**src/rtl/interval_prime_sum_defines.svh**
```systemverilog
// Assertion macros shared by the interval prime sum RTL.
`ifndef INTERVAL_PRIME_SUM_DEFINES_SVH
`define INTERVAL_PRIME_SUM_DEFINES_SVH

// Same-cycle implication, checked outside reset.
`define IPS_ASSERT_IMPL(label, clk, rst_n, ante, cons, msg) \
    label: assert property (@(posedge clk) disable iff (!rst_n) (ante) |-> (cons)) \
        else $error(msg);

// Next-cycle implication, checked outside reset.
`define IPS_ASSERT_NEXT(label, clk, rst_n, ante, cons, msg) \
    label: assert property (@(posedge clk) disable iff (!rst_n) (ante) |=> (cons)) \
        else $error(msg);

`endif

```
**src/rtl/ips_pkg.sv**
```systemverilog
// Package with widths, types and helpers for the interval prime sum block.
package ips_pkg;

    localparam int VALUE_WIDTH = 16;
    localparam int FIELD_WIDTH = 16;
    localparam int TOTAL_WIDTH = 28;
    localparam int CAND_WIDTH  = VALUE_WIDTH + 1;
    localparam int SQ_WIDTH    = VALUE_WIDTH + 2;
    localparam int CNT_WIDTH   = (VALUE_WIDTH > 1) ? $clog2(VALUE_WIDTH) : 1;
    localparam int WIDE_WIDTH  = (VALUE_WIDTH > FIELD_WIDTH) ? VALUE_WIDTH : FIELD_WIDTH;

    typedef logic [FIELD_WIDTH-1:0] field_t;
    typedef logic [VALUE_WIDTH-1:0] value_t;
    typedef logic [CAND_WIDTH-1:0]  cand_t;
    typedef logic [SQ_WIDTH-1:0]    square_t;
    typedef logic [TOTAL_WIDTH-1:0] total_t;

    // Status returned by the serial remainder unit.
    typedef struct packed {
        logic done;
        logic zero;
    } rem_status_t;

    // Keep the low VALUE_WIDTH bits of an input field.
    function automatic value_t fit_value(input field_t f);
        logic [WIDE_WIDTH-1:0] wide;
        wide = WIDE_WIDTH'(f);
        return wide[VALUE_WIDTH-1:0];
    endfunction

endpackage

```
**src/rtl/ips_if.sv**
```systemverilog
// Valid/ready channel interfaces for requests and results.
interface ips_req_if;
    logic               valid;
    logic               ready;
    ips_pkg::field_t    range_low;
    ips_pkg::field_t    range_high;

    modport source (output valid, output range_low, output range_high, input ready);
    modport sink   (input valid, input range_low, input range_high, output ready);
endinterface

interface ips_rsp_if;
    logic               valid;
    logic               ready;
    ips_pkg::total_t    prime_sum;

    modport source (output valid, output prime_sum, input ready);
    modport sink   (input valid, input prime_sum, output ready);
endinterface

```
**src/rtl/interval_prime_sum.sv**
```systemverilog
// Top level of the interval prime sum block: sequencer, accumulator and result register.
// The block takes one request beat carrying the inclusive ends range_low and range_high
// and returns one result beat with the sum of all primes in that interval, saturated at
// 2^28 - 1; an empty interval (low above high) and the values 0 and 1 add nothing.
// Each candidate is tested by trial division with divisors 2, 3, 4 and so on, stopping at
// the first divisor that divides it or once the divisor squared exceeds the candidate.
// Every trial division runs on a bit-serial remainder unit, and the number of divisors tried
// for a candidate is at most about the square root of the candidate. A new request is
// taken only once the previous one has finished; a finished result may wait in the output
// register while the next request is already being worked.
`include "interval_prime_sum_defines.svh"

module interval_prime_sum (
    input  logic          clk,
    input  logic          rst_n,
    ips_req_if.sink       req,
    ips_rsp_if.source     rsp
);

    localparam logic [2:0] ST_IDLE = 3'd0;
    localparam logic [2:0] ST_CAND = 3'd1;
    localparam logic [2:0] ST_TEST = 3'd2;
    localparam logic [2:0] ST_WAIT = 3'd3;
    localparam logic [2:0] ST_DONE = 3'd4;

    localparam ips_pkg::cand_t   FIRST_PRIME = ips_pkg::CAND_WIDTH'(2);
    localparam ips_pkg::value_t  FIRST_DIV   = ips_pkg::VALUE_WIDTH'(2);
    localparam ips_pkg::square_t FIRST_SQ    = ips_pkg::SQ_WIDTH'(4);
    localparam ips_pkg::total_t  TOTAL_MAX   = '1;

    logic [2:0]             state_reg, state_next;
    ips_pkg::value_t        hi_reg, hi_next;
    ips_pkg::cand_t         cand_reg, cand_next;
    ips_pkg::value_t        div_reg, div_next;
    ips_pkg::square_t       sq_reg, sq_next;
    ips_pkg::total_t        total_reg, total_next;
    logic                   prime_reg, prime_next;
    logic                   out_valid_reg, out_valid_next;
    ips_pkg::total_t        out_sum_reg, out_sum_next;

    logic                   rem_start;
    ips_pkg::rem_status_t   rem_status;
    logic [ips_pkg::TOTAL_WIDTH:0] sum_wide;
    ips_pkg::square_t       cand_sq;
    logic                   past_end;

    // The remainder unit sees only the low VALUE_WIDTH bits; a candidate under test never
    // exceeds the upper end, so the extra carry bit is clear there.
    ips_rem_unit u_rem (
        .clk      (clk),
        .rst_n    (rst_n),
        .start    (rem_start),
        .dividend (cand_reg[ips_pkg::VALUE_WIDTH-1:0]),
        .divisor  (div_reg),
        .status   (rem_status)
    );

    assign sum_wide = {1'b0, total_reg} + (ips_pkg::TOTAL_WIDTH + 1)'(cand_reg);
    assign cand_sq  = ips_pkg::SQ_WIDTH'(cand_reg);
    assign past_end = (cand_reg > {1'b0, hi_reg});

    always_comb
    begin
        state_next     = state_reg;
        hi_next        = hi_reg;
        cand_next      = cand_reg;
        div_next       = div_reg;
        sq_next        = sq_reg;
        total_next     = total_reg;
        prime_next     = prime_reg;
        out_valid_next = out_valid_reg;
        out_sum_next   = out_sum_reg;
        rem_start      = 1'b0;

        // A waiting result leaves once the sink takes it.
        if (out_valid_reg && rsp.ready)
        begin
            out_valid_next = 1'b0;
        end

        case (state_reg)
            ST_IDLE:
            begin
                if (req.valid)
                begin
                    cand_next  = ips_pkg::CAND_WIDTH'(ips_pkg::fit_value(req.range_low));
                    hi_next    = ips_pkg::fit_value(req.range_high);
                    total_next = '0;
                    div_next   = '0;
                    state_next = ST_CAND;
                end
            end
            ST_CAND:
            begin
                if (past_end)
                begin
                    state_next = ST_DONE;
                end
                else if (cand_reg < FIRST_PRIME)
                begin
                    // Zero and one are not prime.
                    prime_next = 1'b0;
                    cand_next  = cand_reg + 1'b1;
                end
                else
                begin
                    div_next   = FIRST_DIV;
                    sq_next    = FIRST_SQ;
                    state_next = ST_TEST;
                end
            end
            ST_TEST:
            begin
                if (sq_reg > cand_sq)
                begin
                    // No divisor up to the square root: the candidate is prime.
                    prime_next = 1'b1;
                    total_next = sum_wide[ips_pkg::TOTAL_WIDTH] ? TOTAL_MAX
                                 : sum_wide[ips_pkg::TOTAL_WIDTH-1:0];
                    cand_next  = cand_reg + 1'b1;
                    state_next = ST_CAND;
                end
                else
                begin
                    rem_start  = 1'b1;
                    state_next = ST_WAIT;
                end
            end
            ST_WAIT:
            begin
                if (rem_status.done)
                begin
                    if (rem_status.zero)
                    begin
                        prime_next = 1'b0;
                        cand_next  = cand_reg + 1'b1;
                        state_next = ST_CAND;
                    end
                    else
                    begin
                        // (d + 1)^2 = d^2 + 2d + 1 keeps the square without a multiplier.
                        div_next   = div_reg + 1'b1;
                        sq_next    = sq_reg + ips_pkg::SQ_WIDTH'({div_reg, 1'b0})
                                     + ips_pkg::SQ_WIDTH'(1);
                        state_next = ST_TEST;
                    end
                end
            end
            ST_DONE:
            begin
                if (!out_valid_reg || rsp.ready)
                begin
                    out_sum_next   = total_reg;
                    out_valid_next = 1'b1;
                    state_next     = ST_IDLE;
                end
            end
            default:
            begin
                state_next = ST_IDLE;
            end
        endcase
    end

    always_ff @(posedge clk or negedge rst_n)
    begin
        if (!rst_n)
        begin
            state_reg     <= ST_IDLE;
            cand_reg      <= '0;
            div_reg       <= '0;
            total_reg     <= '0;
            prime_reg     <= 1'b0;
            out_valid_reg <= 1'b0;
        end
        else
        begin
            state_reg     <= state_next;
            cand_reg      <= cand_next;
            div_reg       <= div_next;
            total_reg     <= total_next;
            prime_reg     <= prime_next;
            out_valid_reg <= out_valid_next;
        end
    end

    always_ff @(posedge clk)
    begin
        hi_reg      <= hi_next;
        sq_reg      <= sq_next;
        out_sum_reg <= out_sum_next;
    end

    assign req.ready     = (state_reg == ST_IDLE);
    assign rsp.valid     = out_valid_reg;
    assign rsp.prime_sum = out_sum_reg;

    `IPS_ASSERT_IMPL(a_wait_divisor, clk, rst_n, state_reg == ST_WAIT, div_reg >= FIRST_DIV, "trial divisor below two")
    `IPS_ASSERT_IMPL(a_start_in_range, clk, rst_n, rem_start, sq_reg <= cand_sq && !past_end, "trial division started past the square root")
    `IPS_ASSERT_NEXT(a_end_to_done, clk, rst_n, state_reg == ST_CAND && past_end, state_reg == ST_DONE, "interval end did not close the request")

endmodule

```
**src/rtl/ips_rem_unit.sv**
```systemverilog
// Bit-serial restoring remainder unit: one dividend bit per cycle.
`include "interval_prime_sum_defines.svh"

module ips_rem_unit (
    input  logic                   clk,
    input  logic                   rst_n,
    input  logic                   start,
    input  ips_pkg::value_t        dividend,
    input  ips_pkg::value_t        divisor,
    output ips_pkg::rem_status_t   status
);

    localparam logic [ips_pkg::CNT_WIDTH-1:0] LAST_BIT =
        ips_pkg::CNT_WIDTH'(ips_pkg::VALUE_WIDTH - 1);

    ips_pkg::value_t                 shift_reg, shift_next;
    ips_pkg::value_t                 rem_reg, rem_next;
    ips_pkg::value_t                 div_reg, div_next;
    logic [ips_pkg::CNT_WIDTH-1:0]   cnt_reg, cnt_next;
    logic                            run_reg, run_next;
    logic                            done_reg, done_next;
    logic [ips_pkg::VALUE_WIDTH:0]   trial;
    logic [ips_pkg::VALUE_WIDTH:0]   diff;

    // Bring down the next dividend bit and subtract the divisor when it fits.
    assign trial = {rem_reg, shift_reg[ips_pkg::VALUE_WIDTH-1]};
    assign diff  = trial - {1'b0, div_reg};

    always_comb
    begin
        shift_next = shift_reg;
        rem_next   = rem_reg;
        div_next   = div_reg;
        cnt_next   = cnt_reg;
        run_next   = run_reg;
        done_next  = 1'b0;
        if (start)
        begin
            shift_next = dividend;
            div_next   = divisor;
            rem_next   = '0;
            cnt_next   = '0;
            run_next   = 1'b1;
        end
        else if (run_reg)
        begin
            shift_next = shift_reg << 1;
            if (trial >= {1'b0, div_reg})
            begin
                rem_next = diff[ips_pkg::VALUE_WIDTH-1:0];
            end
            else
            begin
                rem_next = trial[ips_pkg::VALUE_WIDTH-1:0];
            end
            cnt_next = cnt_reg + 1'b1;
            if (cnt_reg == LAST_BIT)
            begin
                run_next  = 1'b0;
                done_next = 1'b1;
            end
        end
    end

    always_ff @(posedge clk or negedge rst_n)
    begin
        if (!rst_n)
        begin
            cnt_reg  <= '0;
            run_reg  <= 1'b0;
            done_reg <= 1'b0;
        end
        else
        begin
            cnt_reg  <= cnt_next;
            run_reg  <= run_next;
            done_reg <= done_next;
        end
    end

    always_ff @(posedge clk)
    begin
        shift_reg <= shift_next;
        rem_reg   <= rem_next;
        div_reg   <= div_next;
    end

    assign status.done = done_reg;
    assign status.zero = (rem_reg == '0);

    `IPS_ASSERT_IMPL(a_start_when_idle, clk, rst_n, start, !run_reg, "remainder unit restarted while busy")
    `IPS_ASSERT_IMPL(a_done_after_run, clk, rst_n, done_reg, $past(run_reg), "done without a running pass")
    `IPS_ASSERT_NEXT(a_last_bit_done, clk, rst_n, run_reg && !start && cnt_reg == LAST_BIT, done_reg && !run_reg, "last bit did not finish the pass")

endmodule
```
**src/flat_wrapper.sv**
```systemverilog
// flat-port wrapper written by rule: the top's interface ports become plain ports
module interval_prime_sum_flat 
  (clk, rst_n, req_valid, req_range_low, req_range_high, req_ready, rsp_valid, rsp_prime_sum, rsp_ready);
  ips_req_if req_i ();
  ips_rsp_if rsp_i ();
  input  logic clk;
  input  logic rst_n;
  input wire logic [$bits(req_i.valid)-1:0] req_valid;
  input wire logic [$bits(req_i.range_low)-1:0] req_range_low;
  input wire logic [$bits(req_i.range_high)-1:0] req_range_high;
  output wire logic [$bits(req_i.ready)-1:0] req_ready;
  output wire logic [$bits(rsp_i.valid)-1:0] rsp_valid;
  output wire logic [$bits(rsp_i.prime_sum)-1:0] rsp_prime_sum;
  input wire logic [$bits(rsp_i.ready)-1:0] rsp_ready;
  assign req_i.valid = req_valid;
  assign req_i.range_low = req_range_low;
  assign req_i.range_high = req_range_high;
  assign req_ready = req_i.ready;
  assign rsp_valid = rsp_i.valid;
  assign rsp_prime_sum = rsp_i.prime_sum;
  assign rsp_i.ready = rsp_ready;
  interval_prime_sum u_core (.clk(clk), .rst_n(rst_n), .req(req_i), .rsp(rsp_i));
endmodule
```
**config.mk**
```make
export PLATFORM = sky130hd
export DESIGN_NAME = interval_prime_sum_flat
export DESIGN_NICKNAME = d
export VERILOG_FILES = /design/src/rtl/ips_pkg.sv /design/src/rtl/ips_if.sv /design/src/rtl/interval_prime_sum.sv /design/src/rtl/ips_rem_unit.sv /design/src/flat_wrapper.sv
export VERILOG_INCLUDE_DIRS = /design/src /design/src/rtl
export SDC_FILE = /design/constraint.sdc
export NUM_CORES = 1
export LEC_CHECK = 0
export BUFFER_PORTS_ARGS = -buffer_cell sky130_fd_sc_hd__clkbuf_2
export CAP_MARGIN = 20
export CORE_UTILIZATION = 40
export CTS_CLUSTER_SIZE = 24
export DETAILED_ROUTE_END_ITERATION = 10
export PLACE_DENSITY_LB_ADDON = 0.1
export SLEW_MARGIN = 10
export SYNTH_ARGS = -nofsm -noshare
export SYNTH_HDL_FRONTEND = slang
export SYNTH_SLANG_ARGS = --single-unit
```
**constraint.sdc**
```tcl
create_clock -name clk -period 4.65 [get_ports clk]
set_clock_uncertainty 0.15 [all_clocks]
set_input_delay 0.93 -clock clk [delete_from_list [all_inputs] [get_ports clk]]
set_output_delay 0.93 -clock clk [all_outputs]
set_load 0.005 [all_outputs]
```
==> impl_results.md <==
* DR vias/cell at between 5 and 6
* Leakage power summed over all cells at between 5 and 6 nW
* Synth Instances at approximately 1100
* Remaining antenna violation count after routing at 0
* Num ports at 66
* Number of global-route vias before repair at slightly below 9000
* Highest clock frequency the design can meet at 249.0 MHz
* Number of hold violations in the final report at 0
* Commonest cells in the netlist: 94 x edfxtp_1, 88 x nor2_1, 85 x ha_1, 81 x nand2_1, 80 x a21oi_1
* Post-Synthesis Mean Instance Area at 9.810 um^2
* Startpoint class of the critical path: register
* Remaining global-route overflow at 0
* Aggregate global-route resource usage at a little over a fifth
* Placer's final routability congestion estimate at 0.8631
* Number of hold-repair buffers added at the cts stage at 0
* Routed WL per cell at 18.27 um
* Number of warning messages in the yosys log at 0
* Sequential share of the synthesized area at approximately 44%
* IO buf count at 65
* Die boundary width at 169.0 um
* Final number of setup-violating endpoints at 0
* CTS tree: yes
* Number of CTS-inserted buffers at 17
* Critical path peak fanout at 17
* Slew Limit Headroom at roughly 36%
* Top area cells in the synthesized netlist: edfxtp_1 25%, dfrtp_1 16%, ha_1 9.5%
* Final Routed Wirelength at slightly below 30000 um
* Yosys cell types at a little under 80
* #FFs+latches synth at ~180
* Category of the critical setup timing path: reg2reg
* Max capacitance violation total at 0
* Net count after synthesis at 1261
* Number of iterations in the first detailed-routing pass at 5
* Clock Path Buffers at 2
* Most used flip-flop cell after synthesis: edfxtp_1
* Layout net count at ~1300
* Core area at 27180 um^2
* Starting density of the core at between 40% and 50%
* Sum of negative setup slack at 0 ns
* Clock sinks at roughly 180
* First DRT Iteration DRCs at 600
* Resized Gates After CTS at 0
* Post-route clock period utilization at between 80% and 90%
* Hold Crit Class: in2async
* Data arrival time of the worst path at between 4 and 5 ns
* Std cell rows at 60
* Power density of the placed cells at 721.9 nW/um^2
* First-pass GRT wire length at roughly 47000 um
* Share of Yosys cell area claimed by the top area cell type at approximately a quarter
* Antenna diode instance count at 0
* Post-route minimum period at approximately 4.0 ns
* Die Span Y at 169.0 um
* Transition time of the tightest slew-check pin at around 0.96 ns
* Clock insertion delay at the later pin of the skew report at 0.44 ns
* Post-CTS setup repair buffer count at 0
* Initial antenna violation count at 0
* DR vias at around 9000
* Post-synth design cell area at roughly 11000 um^2
* Worst VDD drop at between 0.2 and 0.3 mV
* Run status: finished, final reports clean
* Largest net degree at the start of global routing at 72
* RSZ-0062 raised after global routing: false
* Max Slew Vio Count at 0
* Library cell with the largest summed area after synthesis: edfxtp_1
* Buffer type at the clock tree root: clkbuf_16
* Clock slew at reported path FFs at roughly 0.080 ns
* Number of enable-type register cells in the synthesized netlist at 94
* Fraction of layout instances using a drive strength above 1 at a little over an eighth
* Area growth, synth to finish at 13.53%
* Count of filler cells inserted in the layout at approximately 2600
* Crit path required time at around 4.8 ns
* Final core occ at between 40% and 50%
* Number of levels in the clock H-tree at 4
* Endpoint type of the worst setup path: register
* Hpwl dp at approximately 21000 um
* Fraction of registers with async set or reset after synthesis at 39.23%
* Total die area at 28560 um^2
* Count leader, synth: edfxtp_1
* Count of unresolved DRC violations after routing at 0
==> report_power, final <==
group / switching, W / total, W / internal (W) / leakage (nW)
clock: 0.000739 / 0.00157 / 0.000831 / 0.307
combinational: 0.00286 / 0.00482 / 0.00196 / 3.20
sequential: 0.000465 / 0.00275 / 0.00229 / 1.93
==> metrics by stage <==
step	area, um^2	worst slack [ns]	hold slack (ns)	cells	power, W
after floorplan	11150	0.3484	0.2894	1137	0.006227
after global placement	11970	0.8335	0.3101	1559	0.007515
after detailed placement	11970	0.6943	0.3130	1559	0.007543
after CTS	12610	0.6719	0.3340	1591	0.009148
after global routing	12660	0.4687	0.1750	1593	0.009862
final	12660	0.6338	0.1800	1593	0.009142
==> cell usage in the layout (no fill, tap or decap), types with 24 or more instances in the layout <==
cell type  instances
a21o_1            26
dfrtp_1           71
nor3_1            44
edfxtp_1          94
buf_4             24
nand2_1           81
nor2_1            87
nand3_1           38
a21oi_1           80
inv_1             70
o21ai_0           38
clkbuf_2          64
and3_1            25
ha_1              85
==> final cells by class <==
class | instances | area [um^2] | share of cell area (%)
clock buffer | 17 | 425.4 | 3.359
multi-input combinational | 846 | 5818 | 45.94
timing repair buffer | 90 | 555.5 | 4.387
clock inverter | 15 | 209.0 | 1.650
tap | 372 | 465.4 | 3.676
inverter | 72 | 270.3 | 2.134
sequential | 181 | 4920 | 38.85
==> critical path: stages (launching register included) <==
cell	delay (ns)
dfrtp_1	0.57
inv_1	0.18
ha_1	0.33
a21o_1	0.19
a21o_1	0.17
a211o_1	0.32
a211oi_4	0.51
o31a_1	0.47
or3_1	0.71
o221ai_1	0.25
==> per-layer routing <==
| metal | GRT usage, % | routed length, um | share of wire, % |
|---|---|---|---|
| met4 | 7.677 | 775 | 2.7 |
| met2 | 33.06 | 12980 | 45 |
| met1 | 30.03 | 14200 | 49 |
| met3 | 2.993 | 1160 | 4.0 |
| met5 | 0 | 0 | 0 |
==> cell families (layout without fill, tap and decap cells) <==
| logic type | after synthesis | after routing | share of synthesized area [%] |
|---|---|---|---|
| and+or+nand+nor | 403 | 403 | 18.54 |
| adders and majority gates | 88 | 88 | 10.07 |
| AOI/OAI and AO/OA | 297 | 297 | 18.40 |
| xor gates and xnor gates | 31 | 31 | 2.434 |
| buffers and inverters | 110 | 194 | 3.847 |
| DFF | 181 | 181 | 44.11 |
| muxes | 27 | 27 | 2.602 |
==> path summary, 6_finish.rpt <==
check / startpoint / endpoint / slack [ns] / cells past startpoint
worst min register to register: u_core.total_reg[22]$_DFFE_PN0P_ / u_core.rsp.prime_sum[22]$_DFFE_PP_ / 0.33 / 0
max in group asynchronous: rst_n / u_core.u_rem.run_reg$_DFF_PN0_ / 3.58 / 2
worst max-delay path: u_core.cand_reg[3]$_DFFE_PN0P_ / u_core.cand_reg[9]$_DFFE_PN0P_ / 0.63 / 9
min in group clk: u_core.total_reg[22]$_DFFE_PN0P_ / u_core.rsp.prime_sum[22]$_DFFE_PP_ / 0.33 / 0
worst min-delay path: rst_n / u_core.cand_reg[6]$_DFFE_PN0P_ / 0.18 / 1
worst max register to register: u_core.cand_reg[3]$_DFFE_PN0P_ / u_core.cand_reg[9]$_DFFE_PN0P_ / 0.63 / 9
Power figures use the tool's default switching activity.
